`config.mk`:
```
export PLATFORM = sky130hd
export DESIGN_NAME = spdif_frame_bmc_encoder
export DESIGN_NICKNAME = d
export VERILOG_FILES = /design/src/sv/spfe_pkg.sv /design/src/sv/spfe_subframe.sv /design/src/sv/spfe_word_out.sv /design/src/sv/spdif_frame_bmc_encoder.sv
export SDC_FILE = /design/constraint.sdc
export NUM_CORES = 1
export LEC_CHECK = 0
export ABC_AREA = 1
export BUFFER_PORTS_ARGS = -buffer_cell sky130_fd_sc_hd__buf_2
export CORE_UTILIZATION = 40
export CTS_BUF_LIST = sky130_fd_sc_hd__clkbuf_2 sky130_fd_sc_hd__clkbuf_4 sky130_fd_sc_hd__clkbuf_8
export DETAILED_ROUTE_END_ITERATION = 10
export PLACE_DENSITY_LB_ADDON = 0.15
export SLEW_MARGIN = 40
export SYNTH_ARGS = -nofsm -noshare
export SYNTH_HDL_FRONTEND = slang
export SYNTH_SLANG_ARGS = --single-unit
```
`constraint.sdc`:
```
create_clock -name clk -period 6.71 [get_ports clk]
set_clock_uncertainty 0.2 [all_clocks]
set_input_delay 1.0065 -clock clk [delete_from_list [all_inputs] [get_ports clk]]
set_output_delay 1.0065 -clock clk [all_outputs]
set_load 0.005 [all_outputs]
```
`src/sv/spfe_pkg.sv`:
```
package spfe_pkg;

	localparam int SAMPLE_W = 32;
	localparam int WORD_W   = 32;
	localparam int CFG_W    = 8;
	localparam int FRAME_W  = 8;
	localparam int IDX_W    = 2;
	localparam int SUB_HB   = 64;   // half-bits per subframe
	localparam int FRAME_HB = 128;  // half-bits per stereo frame

	localparam int FRAMES_PER_BLOCK_DEF = 192;

	// preambles as sent with the line low
	localparam logic [7:0] PRE_M = 8'hE2;
	localparam logic [7:0] PRE_W = 8'hE4;
	localparam logic [7:0] PRE_B = 8'hE8;

	// channel status bytes that come from registers
	localparam logic [4:0] CS_BYTE_ZERO = 5'd0;
	localparam logic [4:0] CS_BYTE_CHAN = 5'd2;
	localparam logic [4:0] CS_BYTE_RATE = 5'd3;

	// register indexes
	localparam logic [IDX_W-1:0] REG_STATUS_ZERO = 2'd0;
	localparam logic [IDX_W-1:0] REG_LEFT_CHAN   = 2'd1;
	localparam logic [IDX_W-1:0] REG_RIGHT_CHAN  = 2'd2;
	localparam logic [IDX_W-1:0] REG_RATE_CODE   = 2'd3;

	localparam logic [CFG_W-1:0] RST_STATUS_ZERO = 8'h04;
	localparam logic [CFG_W-1:0] RST_LEFT_CHAN   = 8'h10;
	localparam logic [CFG_W-1:0] RST_RIGHT_CHAN  = 8'h20;
	localparam logic [CFG_W-1:0] RST_RATE_CODE   = 8'h01;

	typedef struct packed {
		logic signed [SAMPLE_W-1:0] left_sample;
		logic signed [SAMPLE_W-1:0] right_sample;
	} in_beat_t;

	typedef struct packed {
		logic [WORD_W-1:0] line_word;
		logic              word_last;
	} out_beat_t;

endpackage

```
`src/sv/spfe_subframe.sv`:
```
module spfe_subframe (
	input  logic [7:0]                     pre,
	input  logic signed [spfe_pkg::SAMPLE_W-1:0] sample,
	input  logic                           cs,
	input  logic                           level_in,
	output logic [spfe_pkg::SUB_HB-1:0]    halfbits,
	output logic                           level_out
);
	import spfe_pkg::*;

	logic [23:0] s24;
	logic [27:0] d;
	logic [7:0]  sym;
	logic [27:0] lvl;
	logic        in_range;

	// saturate to 24 bits: in range when bits 31..23 all agree
	assign in_range = (&sample[31:23]) | ~(|sample[31:23]);
	assign s24 = in_range ? sample[23:0] : (sample[31] ? 24'h800000 : 24'h7FFFFF);

	assign sym = level_in ? ~pre : pre;
	// data bits, first sent in bit 0: sample, validity, user, status, parity
	assign d   = {(^s24) ^ cs, cs, 1'b0, 1'b0, s24};

	always_comb begin
		halfbits = '0;
		halfbits[SUB_HB-1 -: 8] = sym;
		for (int i = 0; i < 28; i++) begin
			// level before bit i: each bit flips once, plus once more per 1
			lvl[i] = sym[0] ^ 1'(i) ^ (^(d & ((28'd1 << i) - 28'd1)));
			halfbits[55 - 2*i] = ~lvl[i];
			halfbits[54 - 2*i] = ~lvl[i] ^ d[i];
		end
	end

	assign level_out = sym[0] ^ (^d);

endmodule

```
`src/sv/spfe_word_out.sv`:
```
module spfe_word_out (
	input  logic                          clk,
	input  logic                          arst_n,
	input  logic                          load,
	input  logic [spfe_pkg::FRAME_HB-1:0] frame,
	output logic                          free,
	output logic                          out_valid,
	input  logic                          out_stall,
	output spfe_pkg::out_beat_t           out_data
);
	import spfe_pkg::*;

	logic [FRAME_HB-1:0] frame_s2;
	logic                valid_s2;
	logic [1:0]          word_q;
	logic [1:0]          sel;
	logic                take;
	logic                last;

	assign take = valid_s2 & ~out_stall;
	assign last = (word_q == 2'd3);
	assign free = ~valid_s2 | (take & last);

	always_ff @(posedge clk or negedge arst_n) begin
		if (!arst_n) begin
			valid_s2 <= 1'b0;
			word_q   <= '0;
		end else if (load) begin
			valid_s2 <= 1'b1;
			word_q   <= '0;
		end else if (take) begin
			if (last)
				valid_s2 <= 1'b0;
			word_q <= word_q + 2'd1;
		end
	end

	always_ff @(posedge clk) begin
		if (load)
			frame_s2 <= frame;
	end

	// first word sits in the top 32 bits
	assign sel                = ~word_q;
	assign out_valid          = valid_s2;
	assign out_data.line_word = frame_s2[{sel, 5'd0} +: WORD_W];
	assign out_data.word_last = last;

endmodule

```
`src/sv/spdif_frame_bmc_encoder.sv`:
```
// S/PDIF frame encoder. Each input beat is one stereo frame (left and right
// 32-bit signed samples, saturated to 24 bits); it yields four output beats of
// 32 biphase-mark half-bits each, first half-bit in bit 31, left subframe in
// the first two beats, word_last set on the fourth. The left subframe opens
// with preamble B on frame 0 of the 192-frame block (FRAMES_PER_BLOCK) and M
// otherwise; the right opens with W. Channel status comes from bytes 0, 2
// (per channel) and 3 in the write registers, all other bytes zero; the bit
// of a frame is bit frame%8 of byte frame/8. Validity and user bits are zero,
// parity is even. Timing: an input beat is registered, encoded combinationally
// into a 128-bit frame buffer, and the buffer is shifted out one word per
// cycle while out_stall is low; the first word is offered from the buffer
// register after the frame has passed through the input register.
// The next frame is held in the input register while the buffer drains and
// moves in on the cycle the last word is taken. Frame counter and line level
// advance when a frame enters the buffer. Configuration writes take effect
// at once and are meant for idle periods; indexes are 0..3.
module spdif_frame_bmc_encoder #(
	parameter int FRAMES_PER_BLOCK = spfe_pkg::FRAMES_PER_BLOCK_DEF
) (
	input  logic                        clk,
	input  logic                        arst_n,
	input  logic                        in_valid,
	output logic                        in_stall,
	input  spfe_pkg::in_beat_t          in_data,
	output logic                        out_valid,
	input  logic                        out_stall,
	output spfe_pkg::out_beat_t         out_data,
	input  logic                        write_en,
	input  logic [spfe_pkg::IDX_W-1:0]  write_index,
	input  logic [spfe_pkg::CFG_W-1:0]  write_data
);
	import spfe_pkg::*;

	// config registers
	logic [CFG_W-1:0] status_zero_q;
	logic [CFG_W-1:0] left_chan_q;
	logic [CFG_W-1:0] right_chan_q;
	logic [CFG_W-1:0] rate_code_q;

	// frame state
	logic [FRAME_W-1:0] frame_q;
	logic               level_q;

	// input register
	in_beat_t in_s1;
	logic     valid_s1;

	logic                advance;
	logic                buf_free;
	logic [FRAME_HB-1:0] frame_bits;
	logic                level_mid;
	logic                level_end;
	logic [7:0]          left_pre;
	logic                left_cs;
	logic                right_cs;
	logic [CFG_W-1:0]    left_byte;
	logic [CFG_W-1:0]    right_byte;
	logic [FRAME_W:0]    frame_inc;

	always_ff @(posedge clk or negedge arst_n) begin
		if (!arst_n) begin
			status_zero_q <= RST_STATUS_ZERO;
			left_chan_q   <= RST_LEFT_CHAN;
			right_chan_q  <= RST_RIGHT_CHAN;
			rate_code_q   <= RST_RATE_CODE;
		end else if (write_en) begin
			unique case (write_index)
				REG_STATUS_ZERO: status_zero_q <= write_data;
				REG_LEFT_CHAN:   left_chan_q   <= write_data;
				REG_RIGHT_CHAN:  right_chan_q  <= write_data;
				REG_RATE_CODE:   rate_code_q   <= write_data;
				default: ;
			endcase
		end
	end

	// input side stalls only while a frame waits for the buffer
	assign advance  = valid_s1 & buf_free;
	assign in_stall = valid_s1 & ~buf_free;

	always_ff @(posedge clk or negedge arst_n) begin
		if (!arst_n) begin
			valid_s1 <= 1'b0;
		end else if (in_valid && !in_stall) begin
			valid_s1 <= 1'b1;
		end else if (advance) begin
			valid_s1 <= 1'b0;
		end
	end

	always_ff @(posedge clk) begin
		if (in_valid && !in_stall)
			in_s1 <= in_data;
	end

	// channel status byte select by frame / 8
	always_comb begin
		left_byte  = '0;
		right_byte = '0;
		case (frame_q[FRAME_W-1:3])
			CS_BYTE_ZERO: begin
				left_byte  = status_zero_q;
				right_byte = status_zero_q;
			end
			CS_BYTE_CHAN: begin
				left_byte  = left_chan_q;
				right_byte = right_chan_q;
			end
			CS_BYTE_RATE: begin
				left_byte  = rate_code_q;
				right_byte = rate_code_q;
			end
			default: ;
		endcase
	end

	assign left_cs  = left_byte[frame_q[2:0]];
	assign right_cs = right_byte[frame_q[2:0]];
	assign left_pre = (frame_q == '0) ? PRE_B : PRE_M;

	spfe_subframe u_left (
		.pre       (left_pre),
		.sample    (in_s1.left_sample),
		.cs        (left_cs),
		.level_in  (level_q),
		.halfbits  (frame_bits[FRAME_HB-1 -: SUB_HB]),
		.level_out (level_mid)
	);

	spfe_subframe u_right (
		.pre       (PRE_W),
		.sample    (in_s1.right_sample),
		.cs        (right_cs),
		.level_in  (level_mid),
		.halfbits  (frame_bits[SUB_HB-1:0]),
		.level_out (level_end)
	);

	assign frame_inc = {1'b0, frame_q} + {{FRAME_W{1'b0}}, 1'b1};

	always_ff @(posedge clk or negedge arst_n) begin
		if (!arst_n) begin
			frame_q <= '0;
			level_q <= 1'b0;
		end else if (advance) begin
			level_q <= level_end;
			if (frame_inc >= (FRAME_W+1)'(FRAMES_PER_BLOCK))
				frame_q <= '0;
			else
				frame_q <= frame_inc[FRAME_W-1:0];
		end
	end

	spfe_word_out u_out (
		.clk       (clk),
		.arst_n    (arst_n),
		.load      (advance),
		.frame     (frame_bits),
		.free      (buf_free),
		.out_valid (out_valid),
		.out_stall (out_stall),
		.out_data  (out_data)
	);

endmodule

```
### Word-level counts from Yosys, hierarchy flattened

Index checks and enable logic that the tools add are counted.
Widths: inputs -> output; s select.

| storage, ports and cells | value |
|---|---|
| register bits | 237 |
| input port bits | 79 |
| word-level logic and storage cells | 291 |

| cells by class | value |
|---|---|
| $add $sub $neg | 2 |
| order comparisons | 2 |
| equality and inequality tests | 6 |
| shift-type cells | 1 |
| mux-type cells | 21 |
| bitwise gates (word level) | 176 |
| reduce and logical (&&, ||, !) cells | 71 |

Operators with widths:

| operator | number |
|---|---|
| $reduce_xor 28->1 | 52 |
| $shiftx 128x8->32 | 1 |
| $xor 1x1->1 | 108 |
| $mux 24 | 4 |
| $not 1->1 | 59 |
| $pmux 8 s3 | 2 |
| $reduce_xor 24->1 | 2 |
| $mux 8 | 3 |
| $reduce_and 9->1 | 2 |
| $reduce_or 9->1 | 2 |
| $eq 5x2->1 const B | 2 |
| $reduce_and 2->1 | 5 |
| $add 8x1->9 const B | 1 |
| $ge 9x8->1 const B | 1 |
| $logic_not 8->1 | 1 |
| $not 8->8 | 1 |
| $mux 1 | 7 |
| $bmux 1 s3 | 2 |
| $eq 2x2->1 const B | 3 |
| $reduce_bool 2->1 | 3 |
| $logic_not 5->1 | 1 |
| $and 1x1->1 | 4 |
| $lt 3x4->1 const B | 1 |
| $mux 2 | 2 |
| other kinds (8) | 10 |

### Depth between registers and ports, before layout

Gate-level depths: netlist (run 1).

| depth | value |
|---|---|
| depth in word-level cells | 13 |
| depth in mapped cells | 22 |
| mapped depth without buffers | 22 |

### By module

A second synthesis (run 1) with hierarchy kept.

| unflattened totals | value |
|---|---|
| cell total of the unflattened synthesis | 1623 |
| area, all modules | 13505.5 um^2 |

By module, submodules not included:

| module | instances | cells an instance | area an instance (um^2) | seq. area each (um^2) |
|---|---|---|---|---|
| spfe_word_out | 1 | 522 | 5577.8 | 3918.8 |
| spdif_frame_bmc_encoder | 1 | 351 | 4154.0 | 2977.9 |
| spfe_subframe | 2 | 375 | 1886.8 | 0.0 |

### Worst setup path before layout (run 1)

No wires, ideal clock.

| timing | value |
|---|---|
| kind | in2reg |
| start point | input port out_stall |
| end point | register frame_q[5] |
| arrival time | 4.893 ns |
| required time | 6.178 ns |
| setup slack | 1.285 ns |
| stages | 7 |
| buffers on the path | 1 |
| cells stage by stage | inv_1 -> a21oi_1 -> nor2_1 -> clkbuf_1 -> nand2_1 -> inv_1 -> a211oi_1 |

| on the way | value |
|---|---|
| longest elaborated chain between the ends | 5 |

Ends and longest elaborated chain:

| element | line | RTL |
|---|---|---|
| start: declaration | spdif_frame_bmc_encoder.sv:26 | `input logic out_stall,` |
| $not 1->1 | spfe_word_out.sv:20 | `assign take = valid_s2 & ~out_stall;` |
| $and 1x1->1 | spfe_word_out.sv:20 |  |
| $and 1x1->1 | spfe_word_out.sv:22 | `assign free = ~valid_s2 \| (take & last);` |
| $or 1x1->1 | spfe_word_out.sv:22 |  |
| $and 1x1->1 | spdif_frame_bmc_encoder.sv:78 | `assign advance = valid_s1 & buf_free;` |
| net advance | spdif_frame_bmc_encoder.sv:48 | `logic advance;` |
| end signal: assignment | spdif_frame_bmc_encoder.sv:150 | `frame_q <= frame_inc[FRAME_W-1:0];` |
| end: declaration | spdif_frame_bmc_encoder.sv:41 | `logic [FRAME_W-1:0] frame_q;` |

The timed path passes the listed nets, and every way through them passes these cells.
A chain may end at the register's enable or synchronous reset.

==> flow_metrics.tcl, run 1 <==
set metrics [dict create \
    vias 8194 \
    r2r_cells 18 \
    top_layer_used "met5" \
    grtUsageTotal_pct 18.07 \
    synth-edff-count 175 \
    synth_top_flop_cell "edfxtp_1" \
    synthCells 1190 \
    internal-power_w 0.003680 \
    cts_resized 0 \
    cp-end-kind "primary output" \
    drv_slew 0 \
    crit_path_frequent_cell "buf_4" \
    ys_ff_latch 220 \
    place_congestion 0.7808 \
    slowest_delay_ps 480 \
    combPwrFrac_pct 43.5 \
    wl_per_cell_um 14.69 \
    grt.overflow.total 0 \
    period_share_pct 55.15 \
    nets 1387 \
    synthArstFlopShare_pct 20.45 \
    hold_violations 0 \
    crit_buf_inv 4 \
    clock_path_buffers 3 \
    wl_met1_um 11890 \
    maxCapViolations 0 \
    max_slew_margin_pct 52.79 \
    holdBufCountCts 0 \
    htreeDepth 2 \
    setup_tns_ps 0 \
    r2r_setup_slack_ps 3430 \
    diodes 0 \
    p_leak_nw 5.757 \
    drt-initial-drc-count 530 \
    ios 114 \
    wl_met3_um 1189 \
    finalPower_w 0.006176 \
    port_buffers 113 \
    ys_seq_area_share_pct 57.41 \
    antenna_found_initial 1 \
    grt_pass1_wl_um 40450 \
    die-width_um 168.8 \
    setup_viol_count_final 0 \
    fmax_mhz 270.2 \
    die_h_um 168.8 \
    worst_slew_pin_slew_ps 705.6 \
    hold_path.class "in -> async" \
    postCtsSetupBuffers 0 \
    power.share.clock_pct 20.8 \
    p_seq_share_pct 35.7 \
    crit_family "buffers and inverters" \
    core_region_area_mm2 0.02710 \
    worstPathArrival_ps 2490 \
    synth_cell_types 41 \
    status "complete, no violations" \
    worstPathCellList "buf_4 > clkinv_1 > buf_4 > a21oi_1 > a22oi_1 > buf_2" \
    clkTransAtPathRegs_ps 60 \
    startpoint_type "register" \
    cp_data_required_time_ps 5500 \
    start_util_pct 41.05 \
    grt_pass1_vias 8010 \
    ys.warnings.count 0 \
    cp_slowest_cell "buf_4" \
    hpwl_um 17350 \
    postRouteAntennaNets 0 \
    cts_tree "done" \
    whs_ps 274.8 \
    numCtsBuffers 41 \
    syn_area_per_cell_um2 9.348 \
    cts_root_buf "clkbuf_8" \
    rr_startpoint "in_s1[23]$_DFFE_PP_" \
    insertion_delay_ps 530 \
    worstPathMaxFanout 62 \
    drive_above_1_share_pct 18.75 \
    final_util_pct 47.30 \
    vias_per_cell 4.806 \
    syn_nets 1272 \
    power-per-cell-area_mw_per_mm2 481.8 \
    grt_max_degree 74 \
    first_pass_iters 5 \
    design.die.area_mm2 0.02848 \
    num_rows 60 \
    power.switching_w 0.002497 \
    totalWireLength_um 25050 \
    rsz0062_at_grt "false" \
    syn2layout_area_growth_pct 15.24 \
    fin_crit_ps 3700 \
    ir_drop_mv 0.2146 \
    power.share.switching_pct 40.42 \
    timing.rr.end "u_out.frame_s2[12]$_DFFE_PP_" \
    clkSinkCount 220 \
    worstSetupPathType "reg -> out" \
    met2_length_um 11360 \
    crit_start "u_out.word_q[0]$_DFFE_PN0P_" \
    syn_area_mm2 0.01112 \
    drcViolationCount 0 \
]
==> layout make-up <==
class,count,area [µm²]
clock buffers,61,745.7
inverters,154,578.1
multi-input cells,768,3936
flip-flops and latches,220,6387
repair buffers,120,636.9
well taps,372,465.4
fillers,2550,14280
clock inverters,10,70.07
==> how the worst max path moves through the flow <==
| stage | end | depth (start not counted) |
|---|---|---|
| 2_1_floorplan | frame_q[5]$_DFFE_PN0P_ | 7 |
| 3_3_place_gp | out_data[27] | 4 |
| 3_5_place_dp | out_data[27] | 4 |
| 4_1_cts | out_data[27] | 4 |
| 5_1_grt | out_data[27] | 6 |
| 6_report | out_data[27] | 6 |
==> cell usage in the layout (no fill, tap or decap), types with 2 or more instances in the layout <==
cell type / Yosys / routed
a211oi_1: 3 / 3
a21oi_1: 19 / 19
a22oi_1: 12 / 12
a31oi_1: 3 / 3
buf_2: 5 / 112
buf_4: 7 / 6
clkbuf_4: 0 / 15
clkbuf_8: 0 / 46
clkinv_1: 4 / 10
clkinv_2: 0 / 2
dfrtp_1: 41 / 40
dfstp_2: 4 / 4
edfxtp_1: 175 / 175
ha_1: 3 / 3
inv_1: 138 / 136
inv_2: 12 / 14
nand2_1: 339 / 339
nand2_2: 27 / 27
nand2_4: 4 / 4
nand3_1: 75 / 75
nand3_2: 3 / 3
nand3b_1: 3 / 3
nand4_1: 25 / 25
nor2_1: 72 / 71
nor3_1: 3 / 2
o21ai_0: 81 / 81
o22ai_1: 18 / 18
or2_1: 3 / 3
or2_2: 2 / 2
xnor2_1: 16 / 16
xnor2_2: 2 / 2
xnor3_1: 4 / 4
xor2_1: 40 / 40
xor2_2: 3 / 3
==> per-stage QoR <==
| stage | setup slack, ps | cell area (µm²) | std cells |
|---|---|---|---|
| 5_1_grt | 2677 | 12820 | 1705 |
| 3_5_place_dp | 3069 | 12000 | 1634 |
| 3_3_place_gp | 3199 | 11960 | 1633 |
| 6_report | 3010 | 12820 | 1705 |
| 2_1_floorplan | 1285 | 11120 | 1190 |
| 4_1_cts | 2457 | 12810 | 1705 |
==> power groups by stage <==
stage	logic [W]	clock network, W	registers, W
finish	0.00268	0.00129	0.00221
global route	0.00305	0.00139	0.00224
CTS	0.00272	0.00133	0.00221
detailed placement	0.00270	0	0.00223
global placement	0.00265	0	0.00223
floorplan	0.00197	0	0.00218
==> synthesized netlist by cell type (4+ instances only) <==
library cell / count / area, µm²
a21oi_1: 19 / 95.09
a22oi_1: 12 / 90.09
buf_2: 5 / 25.02
buf_4: 7 / 52.55
buf_6: 5 / 56.30
clkbuf_1: 30 / 112.6
clkinv_1: 4 / 15.01
dfrtp_1: 41 / 1026
dfstp_2: 4 / 105.1
edfxtp_1: 175 / 5255
inv_1: 138 / 518.0
inv_2: 12 / 45.04
nand2_1: 339 / 1272
nand2_2: 27 / 168.9
nand2_4: 4 / 45.04
nand3_1: 75 / 375.4
nand4_1: 25 / 156.4
nor2_1: 72 / 270.3
o21ai_0: 81 / 405.4
o22ai_1: 18 / 112.6
xnor2_1: 16 / 140.1
xnor3_1: 4 / 90.09
xor2_1: 40 / 350.3
==> cell families (layout without fill, tap and decap cells) <==
group	Yosys count	count (layout)	share of synthesized area (%)
AOI/OAI and AO/OA	141	141	7.041
xor gates and xnor gates	66	66	6.197
adders and majority gates	3	3	0.3375
buffers and inverters	202	345	7.446
DFF	220	220	57.41
and+or+nand+nor	558	558	21.57
==> registers in the layout (all words and copies together) (netlist names) <==
| register | cells |
|---|---|
| u_out.out_valid | 1 |
| valid_s1 | 1 |
| left_chan_q | 8 |
| rate_code_q | 8 |
| level_q | 1 |
| u_out.word_q | 2 |
| in_s1 | 64 |
| u_out.frame_s2 | 111 |
| right_chan_q | 8 |
| frame_q | 8 |
| status_zero_q | 8 |
==> per-layer routing <==
layer,vias up,track usage (%)
met5,-,0
met4,2,6.245
met3,50,3.554
met2,190,28.96
met1,3810,24.47
li1,4142,-
==> worst register-to-register path, cell delays in order, from the launching register on <==
cell and delay, ps:
edfxtp_1 340, nand2_1 60, nor2_1 110, nand2_1 80, nand2_2 420, nand2_1 110
nand2_1 170, clkinv_1 180, nand2_1 140, nand2_2 80, nand3_2 80, nand2_2 90
xnor2_1 150, nand2_2 110, nand3_2 250, nand2_4 280, nand2_1 80, nand2_1 100
inv_2 30
No activity file was read; power rests on OpenSTA's default activity.
==> inputs of run 2 (changes only) <==
==> constraint.sdc (replaced) <==
create_clock -name clk -period 3.3 [get_ports clk]
set_clock_uncertainty 0.2 [all_clocks]
set_input_delay 0.495 -clock clk [delete_from_list [all_inputs] [get_ports clk]]
set_output_delay 0.495 -clock clk [all_outputs]
set_load 0.005 [all_outputs]
==> run 2 against run 1 <==
Net effect:
- flip-flop and latch count stayed put
- sequential share of layout area is 2.6 points lower
- utilization is 2.6 points higher
- setup slack worse by 2800 ps
- critical endpoint is now out_data[11]
==> flow_metrics.tcl, run 2 (same netlist as run 1, synthesis figures left out) <==
set metrics [dict create \
    drcViolationCount 0 \
    cts_root_buf "clkbuf_8" \
    startpoint_type "register" \
    clkTransAtPathRegs_ps 60 \
    diodes 0 \
    grt_max_degree 89 \
    worstPathMaxFanout 52 \
    largest_reg_flops 111 \
    hp-start "write_data[2]" \
    worstPathArrival_ps 2410 \
    vias 8396 \
    period_share_pct 94.11 \
    p_leak_nw 6.082 \
    finalPower_w 0.01252 \
    hold_path.class "in -> reg" \
    drive_above_1_share_pct 18.36 \
    cts_tree "done" \
    core_region_area_mm2 0.02710 \
    htreeDepth 2 \
    status "complete, no violations" \
    start_util_pct 41.05 \
    drv_slew 0 \
    worstSetupPathType "reg -> out" \
    ir_drop_mv 0.3568 \
    grtUsageTotal_pct 18.16 \
    ios 114 \
    nets 1469 \
    totalWireLength_um 25540 \
    setup_viol_count_final 0 \
    largest-register "u_out.frame_s2" \
    cp-end-kind "primary output" \
    final_util_pct 49.94 \
    wl_per_cell_um 14.32 \
    postRouteAntennaNets 0 \
    grt.overflow.total 0 \
    numCtsBuffers 38 \
    vias_per_cell 4.709 \
    fin_crit_ps 3106 \
    fmax_mhz 322.0 \
    r2r_setup_slack_ps 370 \
    top_regs "u_out.frame_s2: 111 flops, in_s1: 64 flops" \
    syn2layout_area_growth_pct 21.67 \
    grt_pass1_vias 7985 \
    die_h_um 168.8 \
    setup_tns_ps 0 \
    num_rows 60 \
    final_common_cell "nand2_1" \
    first_pass_iters 7 \
    port_buffers 113 \
    die-width_um 168.8 \
    hold_violations 0 \
    design.die.area_mm2 0.02848 \
    power-per-cell-area_mw_per_mm2 924.7 \
    crit_start "u_out.word_q[0]$_DFFE_PN0P_" \
    clock_path_buffers 3 \
    worst_slew_pin_slew_ps 672.6 \
    max_slew_margin_pct 55.16 \
    mostFrequentLayoutCells "nand2_1 (339), edfxtp_1 (175), inv_1 (137), buf_2 (112), o21ai_0 (81)" \
    rr_startpoint "in_s1[30]$_DFFE_PP_" \
    drt-initial-drc-count 580 \
    place_congestion 0.8427 \
    insertion_delay_ps 530 \
    maxCapViolations 0 \
    hpwl_um 17780 \
    rsz0062_at_grt "false" \
    clkSinkCount 220 \
    grt_pass1_wl_um 40600 \
    antenna_found_initial 0 \
    cp_data_required_time_ps 2600 \
]
-- run 2: cell count changes in the layout (fill, tap and decap cells not counted), moves of 3 or more --
cell and delta:
dlygate4sd3_1 +66, clkbuf_4 -3, buf_4 +19, clkbuf_8 -6
-- run 2: metrics by stage --
stage	cell area, µm²	hold WS [ps]	instances	worst slack [ps]
after floorplan	11130	-0.5910	1190	264.6
after global placement	12100	269.2	1648	222.5
after detailed placement	12100	273.8	1648	201.0
after CTS	13480	25.45	1778	130.1
after global routing	13540	51.09	1783	0.5684
final	13540	50.57	1783	194.2
-- run 2: critical path: stages, from the launching register on --
cell      delay, ps
dfrtp_1         390
buf_4           240
clkinv_1        100
buf_4           450
o21ai_0         170
o22ai_1         310
buf_2           190
-- run 2: worst paths after layout --
path | end | cells after the start
max | out_data[11] | 6
min | status_zero_q[2]$_DFFE_PN1P_ | 3
max reg2reg | u_out.frame_s2[18]$_DFFE_PP_ | 19
min reg2reg | right_chan_q[4]$_DFFE_PN0P_ | 2
max in group asynchronous | rate_code_q[4]$_DFFE_PN0P_ | 2
min in group asynchronous | left_chan_q[3]$_DFFE_PN0P_ | 2
-- run 2: per-layer routing --
metal	vias up	GRT usage (%)	part of all wire [%]
met4	0	4.941	1.7
li1	4306	-	-
met2	202	29.37	46
met5	-	0	0
met3	36	3.040	5.0
met1	3852	25.21	47
-- run 2: timing repair --
action                                  CTS  global route
resized for setup                         0             3
endpoints found under the hold margin   106             0
setup buffers                             0             5
hold buffers                             66             0
endpoints found under the setup margin    0            19
-- run 2: area by class of cell --
| type | count | area, µm² |
|---|---|---|
| Fill cell | 2584 | 13570 |
| Inverter | 154 | 579.3 |
| Tap cell | 372 | 465.4 |
| Multi-Input combinational cell | 768 | 3931 |
| Timing Repair Buffer | 205 | 1449 |
| Clock inverter | 12 | 83.83 |
| Clock buffer | 52 | 640.6 |
| Sequential cell | 220 | 6386 |
-- run 2: report_power, final --
group	leakage [nW]	total, W	internal, W	switching (W)
clock	0.385	0.00241	0.00133	0.00107
sequential	2.14	0.00444	0.00418	0.000261
combinational	3.56	0.00567	0.00192	0.00375
total	6.08	0.0125	0.00743	0.00508
